`config.mk`:
```
export PLATFORM = sky130hd
export DESIGN_NAME = bsfa_work_queue
export DESIGN_NICKNAME = d
export VERILOG_FILES = /design/src/rtl/bsfa_pkg.sv /design/src/rtl/bsfa_work_queue.sv
export SDC_FILE = /design/constraint.sdc
export NUM_CORES = 1
export LEC_CHECK = 0
export BUFFER_PORTS_ARGS = -buffer_cell sky130_fd_sc_hd__buf_2
export CORE_UTILIZATION = 61
export DETAILED_ROUTE_END_ITERATION = 7
export PLACE_DENSITY = 0.84
export SYNTH_ARGS = -nofsm -noshare
export SYNTH_HDL_FRONTEND = slang
export SYNTH_SLANG_ARGS = --single-unit
```
`constraint.sdc`:
```
create_clock -name clk -period 11.9 [get_ports clk]
set_input_delay 1.19 -clock clk [delete_from_list [all_inputs] [get_ports clk]]
set_output_delay 1.19 -clock clk [all_outputs]
set_load 0.005 [all_outputs]
```
`src/rtl/bsfa_pkg.sv`:
```
`timescale 1ns / 1ps
// ----------------------------------------------------------------------------
// bsfa_pkg
// Types and constants shared by the switch feedback admission block.
// ----------------------------------------------------------------------------
package bsfa_pkg;

  localparam int MID_DEPTH = 4;
  localparam int MID_AW    = 2;
  localparam int OUT_DEPTH = 8;
  localparam int OUT_AW    = 3;

  localparam logic       KIND_ARRIVAL = 1'b0;
  localparam logic       KIND_DEPART  = 1'b1;

  localparam logic [1:0] VERDICT_ADMIT  = 2'd0;
  localparam logic [1:0] VERDICT_DROP   = 2'd1;
  localparam logic [1:0] VERDICT_DEPART = 2'd2;

  localparam logic [1:0] REG_MAX_QUEUE = 2'd0;
  localparam logic [1:0] REG_CC_THRESH = 2'd1;
  localparam logic [1:0] REG_MTU       = 2'd2;
  localparam logic [1:0] REG_RATE      = 2'd3;

  localparam logic [23:0] MAX_QUEUE_RESET = 24'd1048576;
  localparam logic [23:0] CC_THRESH_RESET = 24'd1500;
  localparam logic [13:0] MTU_RESET       = 14'd1500;
  localparam logic [31:0] RATE_RESET      = 32'd53687091;

  typedef enum logic [1:0] {
    ACT_NONE,
    ACT_PRU_ADD,
    ACT_INC
  } act_t;

  typedef struct packed {
    logic        kind;
    logic [13:0] pkt_bytes;
    logic        is_data;
    logic        fb_already_sent;
    logic        last_of_flow;
    logic        first_window;
    logic        inc_request;
    logic [47:0] arrival_time;
  } in_t;

  typedef struct packed {
    logic [1:0]  verdict;
    logic        send_feedback;
    logic [23:0] feedback_queue_bytes;
    logic [47:0] feedback_tx_bytes;
    logic [47:0] feedback_time;
    logic        inc_granted;
    logic [23:0] queue_bytes_after;
  } out_t;

  typedef struct packed {
    logic [23:0] max_queue_bytes;
    logic [23:0] cc_threshold_bytes;
    logic [13:0] mtu_bytes;
    logic [31:0] supply_rate;
  } cfg_t;

  // One classified word handed from the admission side to the token side.
  typedef struct packed {
    out_t        res;
    logic        refresh;
    act_t        act;
    logic [13:0] pkt_bytes;
    logic [47:0] elapsed;
  } work_t;

  typedef struct packed {
    logic full;
    logic empty;
  } qstat_t;

endpackage

```
`src/rtl/bsfa_work_queue.sv`:
```
`timescale 1ns / 1ps
// ----------------------------------------------------------------------------
// bsfa_work_queue
// Short queue of classified words between the admission and token sides.
// ----------------------------------------------------------------------------
module bsfa_work_queue (
  input  logic             clk,
  input  logic             rst,
  input  logic             wr_en,
  input  bsfa_pkg::work_t  wr_data,
  input  logic             rd_en,
  output bsfa_pkg::work_t  rd_data,
  output bsfa_pkg::qstat_t stat
);

  bsfa_pkg::work_t               mem [bsfa_pkg::MID_DEPTH];
  logic [bsfa_pkg::MID_AW-1:0]   wptr;
  logic [bsfa_pkg::MID_AW-1:0]   rptr;
  logic [bsfa_pkg::MID_AW:0]     count;

  assign rd_data    = mem[rptr];
  assign stat.full  = (count == (bsfa_pkg::MID_AW + 1)'(bsfa_pkg::MID_DEPTH));
  assign stat.empty = (count == '0);

  always_ff @(posedge clk) begin
    if (wr_en) begin
      mem[wptr] <= wr_data;
    end
  end

  always_ff @(posedge clk) begin
    if (rst) begin
      wptr  <= '0;
      rptr  <= '0;
      count <= '0;
    end else begin
      if (wr_en) begin
        wptr <= wptr + 1'b1;
      end
      if (rd_en) begin
        rptr <= rptr + 1'b1;
      end
      if (wr_en && !rd_en) begin
        count <= count + 1'b1;
      end else if (rd_en && !wr_en) begin
        count <= count - 1'b1;
      end
    end
  end

endmodule

```
**Word level (Yosys, flattened, before mapping)**

Memory sizes are Yosys's and may differ from the RTL's. A register that Yosys moved wholly into a read port is not among the register bits.
Cells that the tools add are included.

- Register bits after elaboration: 7
- Bits in writable memories: 852
- Input bits: 217
- Output and inout bits: 215
- Word-level logic and storage cells: 21
- Memories: 1

Memories:

| memory | words | bits a word | rd ports | clocked after memory_dff | wr ports | RTL line | source |
|---|---|---|---|---|---|---|---|
| mem | 4 | 213 | 1 | 1 | 1 | bsfa_work_queue.sv:16 | `bsfa_pkg::work_t mem [bsfa_pkg::MID_DEPTH];` |

- Add/subtract/negate cells: 4
- Eq/ne operators: 1
- Mux-type cells: 6
- Reductions and logical operators: 6

Operators by type and width:

| cell | number |
|---|---|
| $mux W3 | 2 |
| $add A2 B1 Y2 const B | 2 |
| $mux W2 | 2 |
| $add A3 B1 Y3 const B | 1 |
| $eq A3 B3 Y1 const B | 1 |
| $logic_not A3 Y1 | 1 |
| $sub A3 B1 Y3 const B | 1 |
| $logic_and A1 B1 Y1 | 2 |
| $logic_not A1 Y1 | 2 |
| $mux W1 | 2 |
| $reduce_bool A2 Y1 | 1 |

**Depth between registers and ports, before layout**

Gate-level depths: netlist of the first run.

- Depth after elaboration: 4
- Mapped depth: 7
- Gate-level depth less buffers: 7

**Least setup slack after synthesis of the first run**

No wires, ideal clock.

- Path kind: input-to-reg
- Start point: in wr_en
- End point: mem mem[0][0] (netlist bit), enable pin
- Setup time: 0.599 ns
- Arrival time: 6.017 ns
- Required time: 11.301 ns
- Slack: 5.284 ns
- Stages on the path: 1
- Path buffers: 0
- Cell sequence: and2_1

- Longest elaborated chain between the ends: 2

Ends and longest elaborated chain:

| element | RTL line | source |
|---|---|---|
| start: declaration | bsfa_work_queue.sv:9 | `input logic wr_en,` |
| $mux W1 | bsfa_work_queue.sv:26 | `if (wr_en) begin` |
| $mux W1 (not written as such) | bsfa_work_queue.sv:27 | `mem[wptr] <= wr_data;` |
| end: declaration | bsfa_work_queue.sv:16 |  |

No other way between the ends.

==> reports/summary.txt, run 1 <==
critical-path cell list: buf_4, buf_4, mux4_2, buf_2
setup TNS: 0 ns
CTS root buf: clkbuf_16
Syn Inst Count: 1157
wire per inst: 29.4 um
CTS Hold Bufs: 0
Critical path buffers and inverters: 3
period utilization: 0.420
placed cells: 2229
final instance area: 36600 um^2
Total Die Area: 52000 um^2
GPL Wtd Cong: 0.790
initial antenna violation count: 24
Initial Util: 0.620
core area: 50300 um^2
Post-Syn Area: 31200 um^2
Sw Share: 0.220
fin crit period: 4.99 ns
Fillers: 2707
Critical Path Fanout Max: 50
# resized after CTS: 0
cell mode on critical path: buf_4
Final WS setup: 6.91 ns
vias in the first global route: 15500
global-route wire length before repair: 101 mm
power share of the clock group: 0.377
all-layer global routing usage: 0.270
register area share after synthesis: 0.827
worst min path class: flop to flop
Nets: 1864
P_sw: 1.46 mW
clock sink count: 861
Worst path top cell family by delay: buffers and inverters
Synth top cells by count: edfxtp_1, mux4_2, buf_2
unrepaired setup endpoints after global routing: no
CTS buffer count: 82
DR iter-0 viols: 1294
hold violation count in the final report: 0
MaxCap Viol Count: 0
pre-CTS WS: 7.47 ns
max incr delay on CP: 0.87 ns
Area Overhead vs Synth: 17.3%
P_int: 5.18 mW
top-count cell post-synth: edfxtp_1
Hold Path Origin: rptr[1]
Async SR Flop Fraction: 0
fmax: 200 MHz
Post-DP HPWL: 38.2 mm
die width: 228 um
H-Tree Depth: 3
Mean Syn Cell Area: 26.9 um^2
cell accounting for the most synthesized area: edfxtp_1
DR vias: 14600
#FFs+latches synth: 861
Worst Setup Start Kind: flop
final wirelength: 70.3 mm
synthesized net count: 1380
Tightest Pin Transition: 1.13 ns
r2r setup slk: 8.51 ns
Post-Place Cell Area: 34000 um^2
Antenna Violating Nets Remaining: 0
Leakage: 12.2 nW
Worst-Skew Late Latency: 0.62 ns
Crit path required time: 10.71 ns
Vias/cell: 6.12
Cell Rows: 82
clock slew at reported path FFs: 0.06 ns
Area contributors post-synth: edfxtp_1, mux4_2, buf_6
First-pass DRT Iterations: 5
Post-Layout Cell Count: 2392
sequential share of power: 0.533
Post-synth EDFFs: 852
Yosys cell types: 20
Crit-path slowest cell: buf_4
setup violators final: 0
crit end category: primary output
arrival time worst endpoint: 3.80 ns
Slew Limit Headroom: 0.245
IO Count: 432
Comb pwr share: 0.090
Yosys warnings: 0
chip height: 228 um
number of I/O port buffers: 431
clk buf depth: 3
clk_skew: 0.0232 ns
Slew Limit Fails: 0
R2R Path Start: wptr[1]
Synth top area share: 0.821
grt total ovfl: 0
critical path class: flop to primary output
Synth Flop Type: edfxtp_1
CTS tree: yes
postcts setup bufs: 0
PwrDens: 182 nW/um^2
Remaining DRCs: 0
share of layout cells above drive strength 1: 0.458
Worst VDD drop: 0.138 mV
largest net degree at the start of global routing: 101
status: complete, no violations
[worst register-to-register path, stage by stage (launching register included)]
cell,delay (ns)
dfxtp_1,0.35
inv_1,0.11
ha_1,0.16
and2_4,0.72
buf_4,0.90
buf_4,0.76
[sequential cells by signal (all words and copies together) (netlist names), named ones only]
register	cells
count	3
mem	852
rptr	2
wptr	2
[cells in the final DEF, fill, tap and decap left out, drive strengths merged, types with 6 or more instances in the layout]
cell / count
buf: 449
dfxtp: 9
inv: 9
diode: 16
clkbuf: 98
bufinv: 6
clkinv: 33
edfxtp: 852
mux4: 213
nor2: 7
[metal layers]
| layer | vias up | track usage | part of all wire | wire length, um |
|---|---|---|---|---|
| li1 | 6013 | - | - | - |
| met1 | 7717 | 0.338 | 0.35 | 24700 |
| met2 | 765 | 0.462 | 0.53 | 37200 |
| met3 | 131 | 0.0783 | 0.093 | 6520 |
| met4 | 22 | 0.0780 | 0.025 | 1740 |
| met5 | - | 0 | 0.0021 | 150 |
[layout make-up]
| type | count | area [um^2] | area share |
|---|---|---|---|
| clock buffers | 98 | 2130 | 0.0583 |
| flip-flops and latches | 861 | 25800 | 0.705 |
| multi-input cells | 243 | 5040 | 0.138 |
| inverters | 4 | 15.0 | 0.000411 |
| diodes | 16 | 40.0 | 0.00109 |
| repair buffers | 449 | 2300 | 0.0630 |
| clock inverters | 49 | 424 | 0.0116 |
| well taps | 672 | 841 | 0.0230 |
[path summary, 6_finish.rpt]
| check | cells past startpoint | end |
|---|---|---|
| setup / recovery | 4 | rd_data[79] |
| hold / removal | 2 | flop |
| setup reg to reg | 5 | mem[1][157] |
| hold reg to reg | 2 | flop |
[stage by stage]
step                hold WS, ns  utilization  power [mW]
CTS                       0.579        0.727        6.68
finish                    0.580        0.727        6.64
floorplan                 0.466            -        3.93
global placement          0.478        0.676        4.15
global route              0.608        0.727        6.83
detailed placement        0.515        0.676        4.18
[power groups by stage]
stage	registers (mW)	clock network [mW]	logic, mW
3_5_place_dp	3.60	0	0.582
4_1_cts	3.54	2.54	0.598
3_3_place_gp	3.58	0	0.569
5_1_grt	3.55	2.65	0.627
2_1_floorplan	3.60	0	0.330
6_report	3.54	2.50	0.595
[cells by family (layout without fill, tap and decap cells)]
group / count (synthesis) / in the layout / synth area share
compound gates: 2 / 2 / 0.000321
fa+ha+maj: 6 / 6 / 0.00265
other cells: 0 / 16 / 0
xor+xnor: 5 / 5 / 0.00141
simple gates: 15 / 15 / 0.00237
flops: 861 / 861 / 0.827
buf+inv: 53 / 600 / 0.0121
mux: 215 / 215 / 0.155
Power figures use the tool's default switching activity.
==> inputs of run 2 (changes only) <==
ABC_AREA = 1   (was unset)
CORE_UTILIZATION = 52   (was 61)
PLACE_DENSITY = 0.76   (was 0.84)
clock period = 4.2 ns   (was 11.9 ns; I/O delays follow)
==> reports/summary.txt, run 2 <==
status: complete, no violations (unchanged)
share of layout cells above drive strength 1: 0.211 (was 0.458)
clk_skew: 0.0134 ns (was 0.0232 ns)
chip height: 249 um (was 228 um)
hold violation count in the final report: 0 (unchanged)
register area share after synthesis: 0.811 (was 0.827)
Largest regs: mem x852, count x3 (unchanged)
setup violators final: 0 (unchanged)
global-route wire length before repair: 114 mm (was 101 mm)
unrepaired setup endpoints after global routing: no (unchanged)
top-count cell post-synth: edfxtp_1 (unchanged)
largest net degree at the start of global routing: 223 (was 101)
Remaining DRCs: 0 (unchanged)
Mean Syn Cell Area: 15.0 um^2 (was 26.9 um^2)
arrival time worst endpoint: 2.69 ns (was 3.80 ns)
Worst-Skew Late Latency: 0.61 ns (was 0.62 ns)
most frequent cells in the layout: edfxtp_1, nor2_1, o21ai_0, buf_2, o22ai_1 (was edfxtp_1, buf_2, mux4_2)
Yosys warnings: 0 (unchanged)
reg2reg path depth: 6 (was 5)
Area Overhead vs Synth: 23.6% (was 17.3%)
CTS root buf: clkbuf_16 (unchanged)
cell accounting for the most synthesized area: edfxtp_1 (unchanged)
Cell Rows: 90 (was 82)
Synth Flop Type: edfxtp_1 (unchanged)
Synth top cells by count: edfxtp_1, nor2_1, o21ai_0 (was edfxtp_1, mux4_2, buf_2)
# resized after CTS: 0 (unchanged)
synthesized net count: 2340 (was 1380)
Post-DP HPWL: 39.3 mm (was 38.2 mm)
Vias/cell: 5.75 (was 6.12)
clock sink count: 861 (unchanged)
crit end category: primary output (unchanged)
setup TNS: 0 ns (unchanged)
Critical Path Fanout Max: 144 (was 50)
Slew Limit Fails: 0 (unchanged)
Hold Path Origin: wr_data[44] (was rptr[1])
IO Count: 432 (unchanged)
r2r setup slk: 1.43 ns (was 8.51 ns)
capture point of the worst reg-to-reg path: mem[1][107] (was mem[1][157])
core area: 60400 um^2 (was 50300 um^2)
First-pass DRT Iterations: 5 (unchanged)
wire per inst: 20.9 um (was 29.4 um)
commonest non-fill, non-tap cell in the layout: edfxtp_1 (unchanged)
period utilization: 0.740
CTS tree: yes (unchanged)
Initial Util: 0.526 (was 0.620)
Syn Inst Count: 2117 (was 1157)
R2R Path Start: wptr[1] (unchanged)
all-layer global routing usage: 0.235 (was 0.270)
final instance area: 39200 um^2 (was 36600 um^2)
number of I/O port buffers: 431 (unchanged)
Slew Limit Headroom: 0.245 (about the same)
clock slew at reported path FFs: 0.06 ns (about the same)
Tightest Pin Transition: 1.13 ns (about the same)
#FFs+latches synth: 861 (unchanged)
Total Die Area: 62100 um^2 (was 52000 um^2)
grt total ovfl: 0 (unchanged)
DR iter-0 viols: 1991 (was 1294)
Antenna Violating Nets Remaining: 0 (unchanged)
final wirelength: 74.8 mm (was 70.3 mm)
fin crit period: 3.11 ns
PwrDens: 478 nW/um^2 (was 182 nW/um^2)
CTS buffer count: 84 (was 82)
GPL Wtd Cong: 0.777 (was 0.790)
Post-Syn Area: 31800 um^2 (was 31200 um^2)
Reg with most FFs: mem (unchanged)
DR vias: 20600 (was 14600)
Crit path required time: 3.78 ns (was 10.71 ns)
clk buf depth: 3 (unchanged)
Post-Place Cell Area: 34600 um^2 (was 34000 um^2)
CP Capture Point: rd_data[95] (was rd_data[79])
initial antenna violation count: 9 (was 24)
max reg flops: 852 (unchanged)
total power: 18.7 mW (was 6.64 mW)
Area contributors post-synth: edfxtp_1, o21ai_0, nor2_1 (was edfxtp_1, mux4_2, buf_6)
H-Tree Depth: 3 (unchanged)
Worst Setup Start Kind: flop (unchanged)
Yosys cell types: 19 (was 20)
fmax: 322 MHz
vias in the first global route: 21000 (was 15500)
Nets: 2941 (was 1864)
Post-synth EDFFs: 852 (unchanged)
worst min path class: input port to flop (was flop to flop)
Worst VDD drop: 0.410 mV (was 0.138 mV)
Leakage: 13.7 nW (was 12.2 nW)
critical path class: flop to primary output (unchanged)
MaxCap Viol Count: 0 (unchanged)
Async SR Flop Fraction: 0 (unchanged)
Synth top area share: 0.806 (was 0.821)
die width: 249 um (was 228 um)
-- run 2: where the power goes --
group,switching [mW],internal [mW],leakage (nW)
registers,0.0899,9.83,7.90
logic,1.10,0.646,4.51
clock network,3.04,4.04,1.26
-- run 2: how the worst min path moves through the flow --
| stage | cells after the start | slack [ns] | end |
|---|---|---|---|
| floorplan | 1 | 0.41 | flop |
| global placement | 1 | 0.42 | flop |
| detailed placement | 1 | 0.45 | flop |
| CTS | 1 | 0.001 | mem[0][192] |
| global route | 1 | 0.01 | mem[3][44] |
| finish | 1 | 0.04 | mem[2][44] |
-- run 2: repair_timing --
action | in CTS | in global routing
setup buffers | 0 | 0
hold buffers | 197 | 0
endpoints found under the hold margin | 776 | 0
endpoints found under the setup margin | 0 | 0
-- run 2: critical path: stages (launching register included) --
cell and delay, ns:
dfxtp_4 0.38, inv_8 0.54, buf_4 0.50, o21ai_0 0.16
o22ai_1 0.20, buf_2 0.15
-- run 2: layer usage --
layer,vias up,track usage,wire length [um]
li1,9249,-,-
met1,10200,0.290,28000
met2,962,0.407,38400
met3,155,0.0515,6150
met4,0,0.0914,2240
met5,-,0,0
-- run 2: kinds of logic after synthesis --
group           count (synthesis)  share of synthesized area
xor+xnor                        1                   0.000276
simple gates                  445                     0.0528
compound gates                647                      0.110
buf+inv                       157                     0.0226
fa+ha+maj                       6                    0.00260
flops                         861                      0.811
-- run 2: through the flow --
stage | cells | setup WS [ns] | utilization | hold slack [ns]
global route | 3571 | 0.976 | 0.650 | 0.0145
global placement | 3217 | 1.29 | 0.574 | 0.418
CTS | 3562 | 1.10 | 0.650 | 0.00102
finish | 3574 | 1.09 | 0.650 | 0.0406
floorplan | 2117 | 0.00363 | - | 0.412
detailed placement | 3217 | 1.33 | 0.574 | 0.450
-- run 2: layout make-up --
type	count	area, um^2
repair buffers	655	4490
inverters	17	93.8
diodes	12	30.0
clock inverters	40	335
fillers	4045	21100
flip-flops and latches	861	25800
well taps	782	978
multi-input cells	1099	5280
clock buffers	108	2260
